===== src/rtl/core/rrle_pkg.sv =====
// Shared types and constants of the RGBE adaptive run-length scanline decoder.
package rrle_pkg;

  localparam int unsigned MAX_LINE_WIDTH_DEF = 32767;

  localparam int unsigned GEOM_W     = 15;
  localparam int unsigned CFG_IDX_W  = 2;
  localparam int unsigned CFG_DATA_W = 15;
  localparam int unsigned SPAN_W     = 7;
  localparam int unsigned BYTE_W     = 8;
  localparam int unsigned PLANE_W    = 2;

  localparam logic [CFG_IDX_W-1:0] CFG_LINE_WIDTH     = 2'd0;
  localparam logic [CFG_IDX_W-1:0] CFG_LINE_COUNT     = 2'd1;
  localparam logic [CFG_IDX_W-1:0] CFG_COLUMN_REVERSE = 2'd2;
  localparam logic [CFG_IDX_W-1:0] CFG_ROW_REVERSE    = 2'd3;

  typedef struct packed {
    logic [GEOM_W-1:0] line_width;
    logic [GEOM_W-1:0] line_count;
    logic              column_reverse;
    logic              row_reverse;
  } cfg_t;

  typedef struct packed {
    logic [GEOM_W-1:0]  row_index;
    logic [PLANE_W-1:0] plane;
    logic [GEOM_W-1:0]  start_column;
    logic [SPAN_W-1:0]  span_length;
    logic [BYTE_W-1:0]  pixel_value;
    logic               line_done;
    logic               image_done;
    logic               overrun;
  } res_t;

endpackage


===== src/rtl/core/rrle_cfg.sv =====
// Configuration register file of the scanline decoder.
module rrle_cfg (
  input  logic                               clk_i,
  input  logic                               rst_ni,
  input  logic                               cfg_we_i,
  input  logic [rrle_pkg::CFG_IDX_W-1:0]     cfg_index_i,
  input  logic [rrle_pkg::CFG_DATA_W-1:0]    cfg_data_i,
  output rrle_pkg::cfg_t                     cfg_o
);

  rrle_pkg::cfg_t cfg_q, cfg_d;

  always_comb begin
    cfg_d = cfg_q;
    if (cfg_we_i) begin
      unique case (cfg_index_i)
        rrle_pkg::CFG_LINE_WIDTH:     cfg_d.line_width     = cfg_data_i;
        rrle_pkg::CFG_LINE_COUNT:     cfg_d.line_count     = cfg_data_i;
        rrle_pkg::CFG_COLUMN_REVERSE: cfg_d.column_reverse = cfg_data_i[0];
        rrle_pkg::CFG_ROW_REVERSE:    cfg_d.row_reverse    = cfg_data_i[0];
        default: ;
      endcase
    end
  end

  always_ff @(posedge clk_i or negedge rst_ni) begin
    if (!rst_ni) begin
      cfg_q.line_width     <= rrle_pkg::GEOM_W'(1);
      cfg_q.line_count     <= rrle_pkg::GEOM_W'(1);
      cfg_q.column_reverse <= 1'b0;
      cfg_q.row_reverse    <= 1'b1;
    end else begin
      cfg_q <= cfg_d;
    end
  end

  assign cfg_o = cfg_q;

endmodule


===== src/rtl/core/rrle_core.sv =====
// Decoder state and the combinational next-state and span logic.
module rrle_core #(
  parameter int unsigned MAX_LINE_WIDTH = rrle_pkg::MAX_LINE_WIDTH_DEF
) (
  input  logic                            clk_i,
  input  logic                            rst_ni,
  input  logic                            step_i,
  input  logic [rrle_pkg::BYTE_W-1:0]     data_byte_i,
  input  logic                            image_start_i,
  input  rrle_pkg::cfg_t                  cfg_i,
  output logic                            res_vld_o,
  output rrle_pkg::res_t                  res_o
);

  localparam int unsigned WW   = $clog2(MAX_LINE_WIDTH + 1);
  localparam int unsigned PW   = $clog2(MAX_LINE_WIDTH);
  localparam int unsigned CMPW = (WW > 8) ? WW : 8;
  localparam int unsigned GW   = rrle_pkg::GEOM_W;
  localparam int unsigned SW   = rrle_pkg::SPAN_W;

  localparam logic [1:0] PH_HEADER  = 2'd0;
  localparam logic [1:0] PH_CODE    = 2'd1;
  localparam logic [1:0] PH_RUNVAL  = 2'd2;
  localparam logic [1:0] PH_LITERAL = 2'd3;

  logic [1:0]    phase_q, phase_d, phase_0;
  logic [1:0]    hdr_q, hdr_d, hdr_0;
  logic [1:0]    plane_q, plane_d, plane_0;
  logic [PW-1:0] col_q, col_d, col_0;
  logic [GW-1:0] row_q, row_d, row_0;
  logic [7:0]    cl_q, cl_d, cl_0;
  logic [GW-1:0] rd_q, rd_d, rd_0;
  logic          drop_q, drop_d, drop_0;

  logic [WW-1:0] width_w;
  logic [GW-1:0] count_w;
  logic [PW-1:0] start_col_w;
  logic [GW-1:0] start_row_w;
  logic [PW-1:0] cur_col_w;
  logic [WW-1:0] room_w;
  logic          active_w;
  logic          cl_lt_room_w, cl_gt_room_w, room_one_w;
  logic [SW-1:0] span_len_w;
  logic          span_full_w, span_ldone_w, span_idone_w;
  logic [GW-1:0] rd_inc_w;
  logic [7:0]    cl_dec_w;
  logic          span_en, span_ovr;

  // Effective geometry: zero width or count acts as one, width is capped.
  always_comb begin
    if (cfg_i.line_width == '0) begin
      width_w = WW'(1);
    end else if (cfg_i.line_width > GW'(MAX_LINE_WIDTH)) begin
      width_w = WW'(MAX_LINE_WIDTH);
    end else begin
      width_w = WW'(cfg_i.line_width);
    end
  end

  assign count_w     = (cfg_i.line_count == '0) ? GW'(1) : cfg_i.line_count;
  assign start_col_w = cfg_i.column_reverse ? PW'(width_w - WW'(1)) : '0;
  assign start_row_w = cfg_i.row_reverse ? (count_w - GW'(1)) : '0;

  // A new image restarts the decoder before this byte is looked at.
  always_comb begin
    if (image_start_i) begin
      phase_0 = PH_HEADER;
      hdr_0   = '0;
      plane_0 = '0;
      col_0   = start_col_w;
      row_0   = start_row_w;
      cl_0    = '0;
      rd_0    = '0;
      drop_0  = 1'b0;
    end else begin
      phase_0 = phase_q;
      hdr_0   = hdr_q;
      plane_0 = plane_q;
      col_0   = col_q;
      row_0   = row_q;
      cl_0    = cl_q;
      rd_0    = rd_q;
      drop_0  = drop_q;
    end
  end

  assign cur_col_w = (WW'(col_0) < width_w) ? col_0 : PW'(width_w - WW'(1));
  assign room_w    = cfg_i.column_reverse ? (WW'(cur_col_w) + WW'(1))
                                          : (width_w - WW'(cur_col_w));
  assign active_w  = rd_0 < count_w;

  assign cl_lt_room_w = CMPW'(cl_0) < CMPW'(room_w);
  assign cl_gt_room_w = CMPW'(cl_0) > CMPW'(room_w);
  assign room_one_w   = room_w == WW'(1);
  assign cl_dec_w     = (cl_0 != '0) ? (cl_0 - 8'd1) : '0;

  // A run is clipped to the pixels left on the line; a literal is one pixel.
  assign span_len_w   = (phase_0 == PH_RUNVAL)
                        ? (cl_lt_room_w ? SW'(cl_0) : SW'(room_w)) : SW'(1);
  assign span_full_w  = CMPW'(span_len_w) >= CMPW'(room_w);
  assign span_ldone_w = span_full_w && (plane_0 == 2'd3);
  assign rd_inc_w     = rd_0 + GW'(1);
  assign span_idone_w = span_ldone_w && (rd_inc_w >= count_w);

  always_comb begin
    phase_d  = phase_0;
    hdr_d    = hdr_0;
    plane_d  = plane_0;
    col_d    = col_0;
    row_d    = row_0;
    cl_d     = cl_0;
    rd_d     = rd_0;
    drop_d   = drop_0;
    span_en  = 1'b0;
    span_ovr = 1'b0;
    if (active_w) begin
      unique case (phase_0)
        PH_HEADER: begin
          if (hdr_0 == 2'd3) begin
            hdr_d   = '0;
            phase_d = PH_CODE;
          end else begin
            hdr_d = hdr_0 + 2'd1;
          end
        end
        PH_CODE: begin
          if (data_byte_i > 8'd128) begin
            cl_d    = {1'b0, data_byte_i[6:0]};
            phase_d = PH_RUNVAL;
          end else if (data_byte_i != '0) begin
            cl_d    = data_byte_i;
            drop_d  = 1'b0;
            phase_d = PH_LITERAL;
          end
        end
        PH_RUNVAL: begin
          span_en  = 1'b1;
          span_ovr = cl_gt_room_w;
          cl_d     = '0;
          phase_d  = span_ldone_w ? PH_HEADER : PH_CODE;
        end
        PH_LITERAL: begin
          cl_d = cl_dec_w;
          if (drop_0) begin
            // Literals past the end of the line are swallowed.
            if (cl_dec_w == '0) begin
              drop_d  = 1'b0;
              phase_d = (plane_0 == 2'd0) ? PH_HEADER : PH_CODE;
            end
          end else begin
            span_en  = 1'b1;
            span_ovr = room_one_w && (cl_dec_w != '0);
            if (cl_dec_w == '0) begin
              phase_d = span_ldone_w ? PH_HEADER : PH_CODE;
            end else if (room_one_w) begin
              drop_d = 1'b1;
            end
          end
        end
        default: ;
      endcase
    end

    if (span_en) begin
      if (!span_full_w) begin
        col_d = cfg_i.column_reverse
                ? PW'(CMPW'(cur_col_w) - CMPW'(span_len_w))
                : PW'(CMPW'(cur_col_w) + CMPW'(span_len_w));
      end else begin
        col_d = start_col_w;
        if (plane_0 == 2'd3) begin
          plane_d = '0;
          rd_d    = rd_inc_w;
          if (!span_idone_w) begin
            if (cfg_i.row_reverse) begin
              if (row_0 != '0) begin
                row_d = row_0 - GW'(1);
              end
            end else begin
              row_d = row_0 + GW'(1);
            end
          end
        end else begin
          plane_d = plane_0 + 2'd1;
        end
      end
    end
  end

  always_ff @(posedge clk_i or negedge rst_ni) begin
    if (!rst_ni) begin
      phase_q <= PH_HEADER;
      hdr_q   <= '0;
      plane_q <= '0;
      col_q   <= '0;
      row_q   <= '0;
      cl_q    <= '0;
      rd_q    <= '0;
      drop_q  <= 1'b0;
    end else if (step_i) begin
      phase_q <= phase_d;
      hdr_q   <= hdr_d;
      plane_q <= plane_d;
      col_q   <= col_d;
      row_q   <= row_d;
      cl_q    <= cl_d;
      rd_q    <= rd_d;
      drop_q  <= drop_d;
    end
  end

  assign res_vld_o          = span_en;
  assign res_o.row_index    = row_0;
  assign res_o.plane        = plane_0;
  assign res_o.start_column = GW'(cur_col_w);
  assign res_o.span_length  = span_len_w;
  assign res_o.pixel_value  = data_byte_i;
  assign res_o.line_done    = span_ldone_w;
  assign res_o.image_done   = span_idone_w;
  assign res_o.overrun      = span_ovr;

  a_line_done_plane: assert property (@(posedge clk_i) disable iff (!rst_ni)
    step_i && res_vld_o && res_o.line_done |=> plane_q == 2'd0)
    else $error("plane did not wrap after a completed line");

  a_result_phase: assert property (@(posedge clk_i) disable iff (!rst_ni)
    res_vld_o |-> !image_start_i && (phase_q == PH_RUNVAL || phase_q == PH_LITERAL))
    else $error("span produced outside a run value or literal byte");

  a_header_exit: assert property (@(posedge clk_i) disable iff (!rst_ni)
    step_i && active_w && !image_start_i && phase_q == PH_HEADER && hdr_q == 2'd3
    |=> phase_q == PH_CODE)
    else $error("header skip did not end after four bytes");

  a_run_clears_count: assert property (@(posedge clk_i) disable iff (!rst_ni)
    step_i && res_vld_o && phase_q == PH_RUNVAL |=> cl_q == 8'd0)
    else $error("run count not cleared after the run value");

endmodule


===== src/rtl/core/rgbe_scanline_rle_decoder.sv =====
// Top level of the RGBE adaptive run-length scanline decoder.
// The decoder takes one encoded byte per cycle unless out_ready holds the
// result register full, and issues at most one span write per byte, so it
// has no stalls of its own; each byte is held first in the input register,
// and its result then in the result register, from which it is presented.
// The rate is set by the combinational state update between those two
// registers (column, plane and row advance, run clipping). Header bytes,
// code bytes and literals discarded past the end of a line produce no
// result. After reset the decoder is ready at once; image_start on a byte
// restarts it with the current geometry.
module rgbe_scanline_rle_decoder #(
  parameter int unsigned MAX_LINE_WIDTH = rrle_pkg::MAX_LINE_WIDTH_DEF
) (
  input  logic                              clk_i,
  input  logic                              rst_ni,
  input  logic                              cfg_we_i,
  input  logic [rrle_pkg::CFG_IDX_W-1:0]    cfg_index_i,
  input  logic [rrle_pkg::CFG_DATA_W-1:0]   cfg_data_i,
  input  logic                              in_valid_i,
  output logic                              in_ready_o,
  input  logic [rrle_pkg::BYTE_W-1:0]       data_byte_i,
  input  logic                              image_start_i,
  output logic                              out_valid_o,
  input  logic                              out_ready_i,
  output logic [rrle_pkg::GEOM_W-1:0]       row_index_o,
  output logic [rrle_pkg::PLANE_W-1:0]      plane_o,
  output logic [rrle_pkg::GEOM_W-1:0]       start_column_o,
  output logic [rrle_pkg::SPAN_W-1:0]       span_length_o,
  output logic [rrle_pkg::BYTE_W-1:0]       pixel_value_o,
  output logic                              line_done_o,
  output logic                              image_done_o,
  output logic                              overrun_o
);

  rrle_pkg::cfg_t cfg_w;
  rrle_pkg::res_t res_w;
  rrle_pkg::res_t res_q;
  logic           res_vld_w;

  logic                        in_vld_q;
  logic [rrle_pkg::BYTE_W-1:0] byte_q;
  logic                        start_q;
  logic                        out_vld_q;
  logic                        step_w;

  // The held item moves on when the result register is free or being emptied.
  assign step_w     = in_vld_q && (!out_vld_q || out_ready_i);
  assign in_ready_o = !in_vld_q || step_w;

  rrle_cfg u_cfg (
    .clk_i       (clk_i),
    .rst_ni      (rst_ni),
    .cfg_we_i    (cfg_we_i),
    .cfg_index_i (cfg_index_i),
    .cfg_data_i  (cfg_data_i),
    .cfg_o       (cfg_w)
  );

  rrle_core #(
    .MAX_LINE_WIDTH (MAX_LINE_WIDTH)
  ) u_core (
    .clk_i         (clk_i),
    .rst_ni        (rst_ni),
    .step_i        (step_w),
    .data_byte_i   (byte_q),
    .image_start_i (start_q),
    .cfg_i         (cfg_w),
    .res_vld_o     (res_vld_w),
    .res_o         (res_w)
  );

  always_ff @(posedge clk_i or negedge rst_ni) begin
    if (!rst_ni) begin
      in_vld_q  <= 1'b0;
      out_vld_q <= 1'b0;
    end else begin
      if (in_ready_o) begin
        in_vld_q <= in_valid_i;
      end
      if (step_w && res_vld_w) begin
        out_vld_q <= 1'b1;
      end else if (out_ready_i) begin
        out_vld_q <= 1'b0;
      end
    end
  end

  always_ff @(posedge clk_i) begin
    if (in_ready_o && in_valid_i) begin
      byte_q  <= data_byte_i;
      start_q <= image_start_i;
    end
    if (step_w && res_vld_w) begin
      res_q <= res_w;
    end
  end

  assign out_valid_o    = out_vld_q;
  assign row_index_o    = res_q.row_index;
  assign plane_o        = res_q.plane;
  assign start_column_o = res_q.start_column;
  assign span_length_o  = res_q.span_length;
  assign pixel_value_o  = res_q.pixel_value;
  assign line_done_o    = res_q.line_done;
  assign image_done_o   = res_q.image_done;
  assign overrun_o      = res_q.overrun;

endmodule


===== config.mk =====
export PLATFORM = sky130hd
export DESIGN_NAME = rgbe_scanline_rle_decoder
export DESIGN_NICKNAME = d
export VERILOG_FILES = /design/src/rtl/core/rrle_pkg.sv /design/src/rtl/core/rrle_cfg.sv /design/src/rtl/core/rrle_core.sv /design/src/rtl/core/rgbe_scanline_rle_decoder.sv
export SDC_FILE = /design/constraint.sdc
export NUM_CORES = 1
export LEC_CHECK = 0
export ABC_CLOCK_PERIOD_IN_PS = 10300
export BUFFER_PORTS_ARGS = -buffer_cell sky130_fd_sc_hd__buf_4
export CAP_MARGIN = 20
export CORE_ASPECT_RATIO = 1.2
export CORE_MARGIN = 5
export CORE_UTILIZATION = 45
export CTS_BUF_LIST = sky130_fd_sc_hd__clkbuf_8
export CTS_CLUSTER_SIZE = 24
export DETAILED_ROUTE_END_ITERATION = 10
export GPL_TIMING_DRIVEN = 0
export PLACE_DENSITY = 0.66
export SYNTH_ARGS = -nofsm -noshare
export SYNTH_HDL_FRONTEND = slang
export SYNTH_SLANG_ARGS = --single-unit
export TNS_END_PERCENT = 50

===== constraint.sdc =====
create_clock -name clk_i -period 10.3 [get_ports clk_i]
set_clock_uncertainty 0.2 [all_clocks]
set_input_delay 1.03 -clock clk_i [delete_from_list [all_inputs] [get_ports clk_i]]
set_output_delay 1.03 -clock clk_i [all_outputs]
set_load 0.005 [all_outputs]

* Yosys cells after proc, flatten, opt, wreduce, memory -nomap -nowiden *
Index checks and enable logic that the tools add are counted.

storage, ports and cells
  input bits = 31
  register bits after elaboration = 153

cells by class
  multiplexer cells = 65
  add/subtract/negate cells = 12
  equality and inequality tests = 9
  reductions and logical operators = 25
  magnitude comparators = 8

operator list
  cell                     number
  $mux W15                 22
  $add A15 B1 Y15 const B  3
  $sub A15 B1 Y15 const B  3
  $mux W8                  5
  $mux W2                  16
  $logic_not A15 Y1        2
  $lt A15 B15 Y1           2
  $pmux W8 S3              1
  $reduce_bool A8 Y1       3
  $add A15 B7 Y15          1
  $eq A15 B1 Y1 const B    1
  $ge A15 B15 Y1           1
  $ge A7 B15 Y1            1
  $gt A15 B15 Y1 const B   1
  $gt A8 B15 Y1            1
  $lt A8 B15 Y1            1
  $mux W1                  15
  $reduce_bool A15 Y1      1
  $sub A15 B15 Y15         1
  $sub A15 B7 Y15          1
  $mux W7                  2
  $eq A2 B2 Y1 const B     6
  $gt A8 B8 Y1 const B     1
  $logic_not A8 Y1         1
  11 further kinds         27

* Depth between registers and ports, before layout *
  depth in word-level cells = 20
  gate-level depth with buffers = 61
  gate-level depth less buffers = 56

* Hierarchy *
Synthesis repeated with hierarchy kept, for this count alone.

second synthesis, totals
  cells, all modules = 1472
  area, all modules = 12833.6 µm²

modules (own cells, without submodules)
  module                     cells an instance  times used  sequential area each (µm²)  area each (µm²)
  rrle_core                  1333               1           1501.4                      9726.8
  rgbe_scanline_rle_decoder  69                 1           1821.7                      1880.6
  rrle_cfg                   70                 1           804.5                       1226.2

* Least setup slack after synthesis *
Ideal clock, no wire load.

  path type = reg2reg
  start = reg u_cfg.cfg_q, in the netlist u_cfg.cfg_o[19]
  end = reg u_core.col_q[14]
  path buffers = 5
  data required time = 9.973 ns
  cell stages (with the launch flop) = 59
  arrival time = 10.795 ns
  period minus slack after synthesis = 11.122 ns
  slack = -0.822 ns
  cell sequence = dfrtp_1 -> buf_2 -> nor2_1 -> a41oi_1 -> ha_1 -> or4b_2 -> nor3_1 -> xnor2_1 -> o21a_1 -> inv_1 -> ha_1 -> nand4_1 -> nor4_1 -> o21ai_0 -> a31o_1 -> buf_2 -> nand2_1 -> buf_2 -> [... 23 more ...] -> a21oi_1 -> fa_1 -> a21o_1 -> a21oi_1 -> o21bai_1 -> a21oi_1 -> o21bai_1 -> a21oi_1 -> o21bai_1 -> a21oi_1 -> o21bai_1 -> a21oi_1 -> o21ai_0 -> xor2_1 -> mux2i_1 -> o21ai_0 -> a21oi_1 -> o21ai_0

RTL lines
  what                      line              RTL
  start: declaration        rrle_cfg.sv:11    rrle_pkg::cfg_t cfg_q, cfg_d;
  start signal: assignment  rrle_cfg.sv:33    cfg_q <= cfg_d;
  end signal: assignment    rrle_core.sv:204  col_q <= col_d;
  end: declaration          rrle_core.sv:29   logic [PW-1:0] col_q, col_d, col_0;

==> flow_summary_export.csv <==
group,metric,value,unit
global_route,total_global_routing_track_utilization,0.274,
setup_path,kind_of_end_point_of_the_critical_path,"flip-flop",
setup_path,path_max_fanout,5,
final_layout,final_core_utilization,0.568,
sta,fin_crit_share,1.01,
cts,clkSinkCount,153,
pwr,power-per-cell-area,207,mW/mm^2
setup_path,rr_startpoint,"u_cfg.cfg_o[19]$_DFFE_PN0P_",
setup_path,worst_ep_required_time,10.53,ns
sta,final_hold_viol_count,0,
setup_path,crit_type,"reg -> reg",
setup_path,timing.critical_path.buf_inv,12,
setup_path,crit_path_frequent_cell,"a21oi_2",
floorplanning,die_width,162,um
setup_path,worst_setup_path_start_kind,"flip-flop",
logic_synthesis,synth_top_area_share,0.183,
cts,cts_made_buffers,17,
final_layout,number_of_diodes_added_for_antenna_fixing,0,
pwr,internal_power,1760,uW
cts,root_buffer,"clkbuf_8",
worst_hold_path,min_path_type,"reg -> reg",
logic_synthesis,asyncSetResetFlopFracSynth,0.614,
sta,slew_viols_final,0,
sta,slew-limit-headroom,0.220,
floorplanning,core,0.0273,mm^2
setup_path,crit_path_max_incr_delay,0.51,ns
logic_synthesis,synth_area_leader_cell,"dfrtp_1",
sta,max_freq,0.0960,GHz
cts,worst_setup_hold_path_clk_slew,0.11,ns
pwr,switch_pwr,1450,uW
logic_synthesis,synthesis.area,0.0125,mm^2
cts,ctsHtreeMaxLevel,4,
pwr,logic_gate_share_of_total_power,0.608,
pwr,report.power.total,3210,uW
cts,clk_path_buf_depth,2,
outcome,violations,"negative setup slack",
logic_synthesis,synth.most_common_cell,"nand2_1",
placement,pre_cts_slack,-2.93,ns
pwr,netSwitchingFraction,0.451,
placement,hpwlAfterDp,32100,um
global_route,total_global_routing_overflow,0,
pwr,p_leak,0.00661,uW
final_layout,area.growth.synth_to_final,24.3,%
global_route,via_count_of_the_first_global_routing_pass,11742,
sta,worst-slew-pin-transition,1.16,ns
global_route,largest_net_degree_at_the_start_of_global_routing,55,
sta,setup_repair_after_global_routing_missed_its_margin,"true",
setup_path,worst-endpoint-arrival,10.64,ns
logic_synthesis,synth_warnings,0,
placement,gp_congestion,0.978,
global_route,grt_antenna_before_repair,0,
final_layout,multi_input_combinational_cell_area,0.00847,mm^2
final_layout,final_nets,1761,
routing,drtAntennaViolNets,0,
pwr,pwr-share-clk,0.151,
setup_path,worstSetupStartpoint,"u_cfg.cfg_o[19]$_DFFE_PN0P_",
routing,wl_per_cell,22.0,um
logic_synthesis,syn_nets,1569,
final_layout,sequential_cell_area,0.00414,mm^2
logic_synthesis,syn-instance-count,1443,
setup_path,crit_slowest_cell,"or4b_4",
logic_synthesis,synth.ff_latch_count,153,
routing,drc_markers,0,
logic_synthesis,post_synth_most_frequent_cells,"134 x nand2_1, 115 x nor2_1, 93 x ha_1",
final_layout,num-fill-cells,2462,
placement,postPlaceCellArea,0.0136,mm^2
worst_hold_path,worstHoldStart,"u_core.row_q[11]$_DFFE_PN0P_",
sta,report.final.setup_viol,1,
run,max-cap-violations,0,
floorplanning,boundaryPins,83,
placement,port_buffers,82,
logic_synthesis,sequential_element_share_of_the_synthesized_area,0.331,
logic_synthesis,ys_types,91,
routing,viasPerCell,6.24,
routing,dr.first_iter.drc_count,1286,
global_route,grt_first_pass_wirelength,66800,um
logic_synthesis,synth.top_cells.by_area,"dfrtp_1 18%, edfxtp_1 14%, ha_1 9.3%",
final_layout,drive_above_1_share,0.238,
setup_path,worst_path_dominant_cell_family,"compound AO/OA/AOI/OAI gates",
routing,postRouteWirelength,43800,um
final_layout,final_cell_area,0.0155,mm^2
pwr,peak_supply_drop,99.8,uV
routing,via_count,12396,
routing,drt_pre_antenna_iters,8,
logic_synthesis,syn-mean-instance-area,8.63,um^2
cts,worst_skew_pair_later_pin_latency,0.50,ns
floorplanning,die-area,0.0311,mm^2
cts,ctsHoldBuffers,0,
cts,cts_tree,"built",
sta,post_layout_minimum_cycle_time,10.42,ns
setup_path,slack_of_the_worst_reg_to_reg_path,-0.12,ns
pwr,seqPwrFrac,0.241,
logic_synthesis,synth_edf_count,59,
floorplanning,rows,66,
sta,worst_slack,-0.116,ns
logic_synthesis,synth_flop_cell,"dfrtp_1",
outcome,outcome,"finished with violations",
floorplanning,die_h,192,um
floorplanning,floorplan.initialDensity,0.457,
[path summary, 6_finish.rpt]
kind                                                     end  cells past startpoint
worst min-delay path            u_core.row_q[11]$_DFFE_PN0P_                      2
max in group asynchronous        u_cfg.cfg_o[17]$_DFFE_PN1P_                      2
worst min register to register  u_core.row_q[11]$_DFFE_PN0P_                      2
worst max register to register  u_core.col_q[14]$_DFFE_PN0P_                     59
worst max-delay path            u_core.col_q[14]$_DFFE_PN0P_                     59
min in group asynchronous        u_cfg.cfg_o[19]$_DFFE_PN0P_                      1
[routing by layer]
metal,wire length (um),up-vias,global-route usage
met3,2960,156,0.0397
met5,0,-,0
met4,2320,0,0.142
li1,-,5661,-
met2,21200,609,0.461
met1,17300,5970,0.343
[final cells by class]
| class | instances | share of cell area |
|---|---|---|
| buffer | 70 | 0.0218 |
| clock buffer | 17 | 0.0151 |
| clock inverter | 15 | 0.0103 |
| inverter | 84 | 0.0210 |
| multi-input combinational | 1131 | 0.547 |
| sequential | 153 | 0.267 |
| tap | 340 | 0.0275 |
| timing repair buffer | 178 | 0.0900 |
[worst reg2reg max path, delay by kind of cell, from the launching register on]
kind                       cells  cell delay [ns]
and+or+nand+nor                9             1.51
adders and majority gates      5             1.35
muxes                          1             0.11
xor gates and xnor gates       3             0.53
buffers and inverters         12             1.60
DFF                            1             0.36
AOI/OAI and AO/OA             29             4.66
[flip-flops by register name, indices dropped and copies added, names as in the netlist]
| name | flops |
|---|---|
| pixel_value_o | 8 |
| u_core.rd_q | 15 |
| u_core.col_q | 15 |
| u_core.drop_q | 1 |
| image_done_o | 1 |
| byte_q | 8 |
| u_cfg.cfg_o | 32 |
| overrun_o | 1 |
| in_vld_q | 1 |
| u_core.cl_q | 8 |
| u_core.hdr_q | 2 |
| out_valid_o | 1 |
| start_q | 1 |
| row_index_o | 15 |
| span_length_o | 7 |
| line_done_o | 1 |
| u_core.plane_q | 2 |
| plane_o | 2 |
| start_column_o | 15 |
| u_core.phase_q | 2 |
| u_core.row_q | 15 |
[power by group through the flow]
stage,combinational (uW),sequential (uW),clock [uW]
after floorplan,1070,754,0
after detailed placement,1470,778,0
after global placement,1450,778,0
final,1950,772,484
after global routing,2080,778,519
after CTS,1740,768,489
[through the flow]
stage               cells  hold slack (ns)  TNS (ns)
floorplan            1443            0.241         0
global placement     1865            0.260   -115.82
detailed placement   1868            0.271   -111.42
CTS                  1952            0.290         0
global route         1988            0.298     -1.55
finish               1988            0.291    -0.116
[cells by family after synthesis]
group                    Yosys count  synth area share
AO/OA/AOI/OAI                    406             0.223
AND/OR/NAND/NOR                  498             0.198
flip-flops                       153             0.331
adder cells (fa/ha/maj)           97            0.0982
buffers and inverters            159            0.0493
multiplexers                      43            0.0375
XOR/XNOR                          87            0.0629
[cells in the final DEF, fill, tap and decap left out, types with 10 or more instances in the layout]
| cell | instances |
|---|---|
| buf_4 | 176 |
| nand2_1 | 129 |
| nor2_1 | 106 |
| ha_1 | 85 |
| dfrtp_1 | 83 |
| inv_1 | 79 |
| o21ai_0 | 77 |
| a21oi_1 | 72 |
| edfxtp_1 | 59 |
| xnor2_1 | 52 |
| clkbuf_1 | 48 |
| nand3_1 | 42 |
| nor3_1 | 33 |
| nor2b_1 | 28 |
| and3_1 | 26 |
| o21a_1 | 25 |
| mux2_2 | 25 |
| xor2_1 | 22 |
| nand4_1 | 21 |
| clkbuf_8 | 18 |
| a31oi_1 | 17 |
| nand2b_1 | 15 |
| and2_1 | 15 |
| a211oi_1 | 15 |
| mux2i_1 | 14 |
| a21o_1 | 14 |
| o2bb2ai_1 | 14 |
| o22ai_1 | 13 |
| or3_1 | 12 |
| a22o_1 | 12 |
| xnor2_2 | 10 |
| nor4_1 | 10 |
| a21oi_2 | 10 |
[what timing repair did]
| action | in CTS | in global routing |
|---|---|---|
| endpoints found under the hold margin | 0 | 0 |
| setup endpoints to repair | 52 | 50 |
| pin swaps | 41 | 54 |
| buffers inserted | 54 | 42 |
| resized for setup | 118 | 65 |
Power figures use the tool's default switching activity.
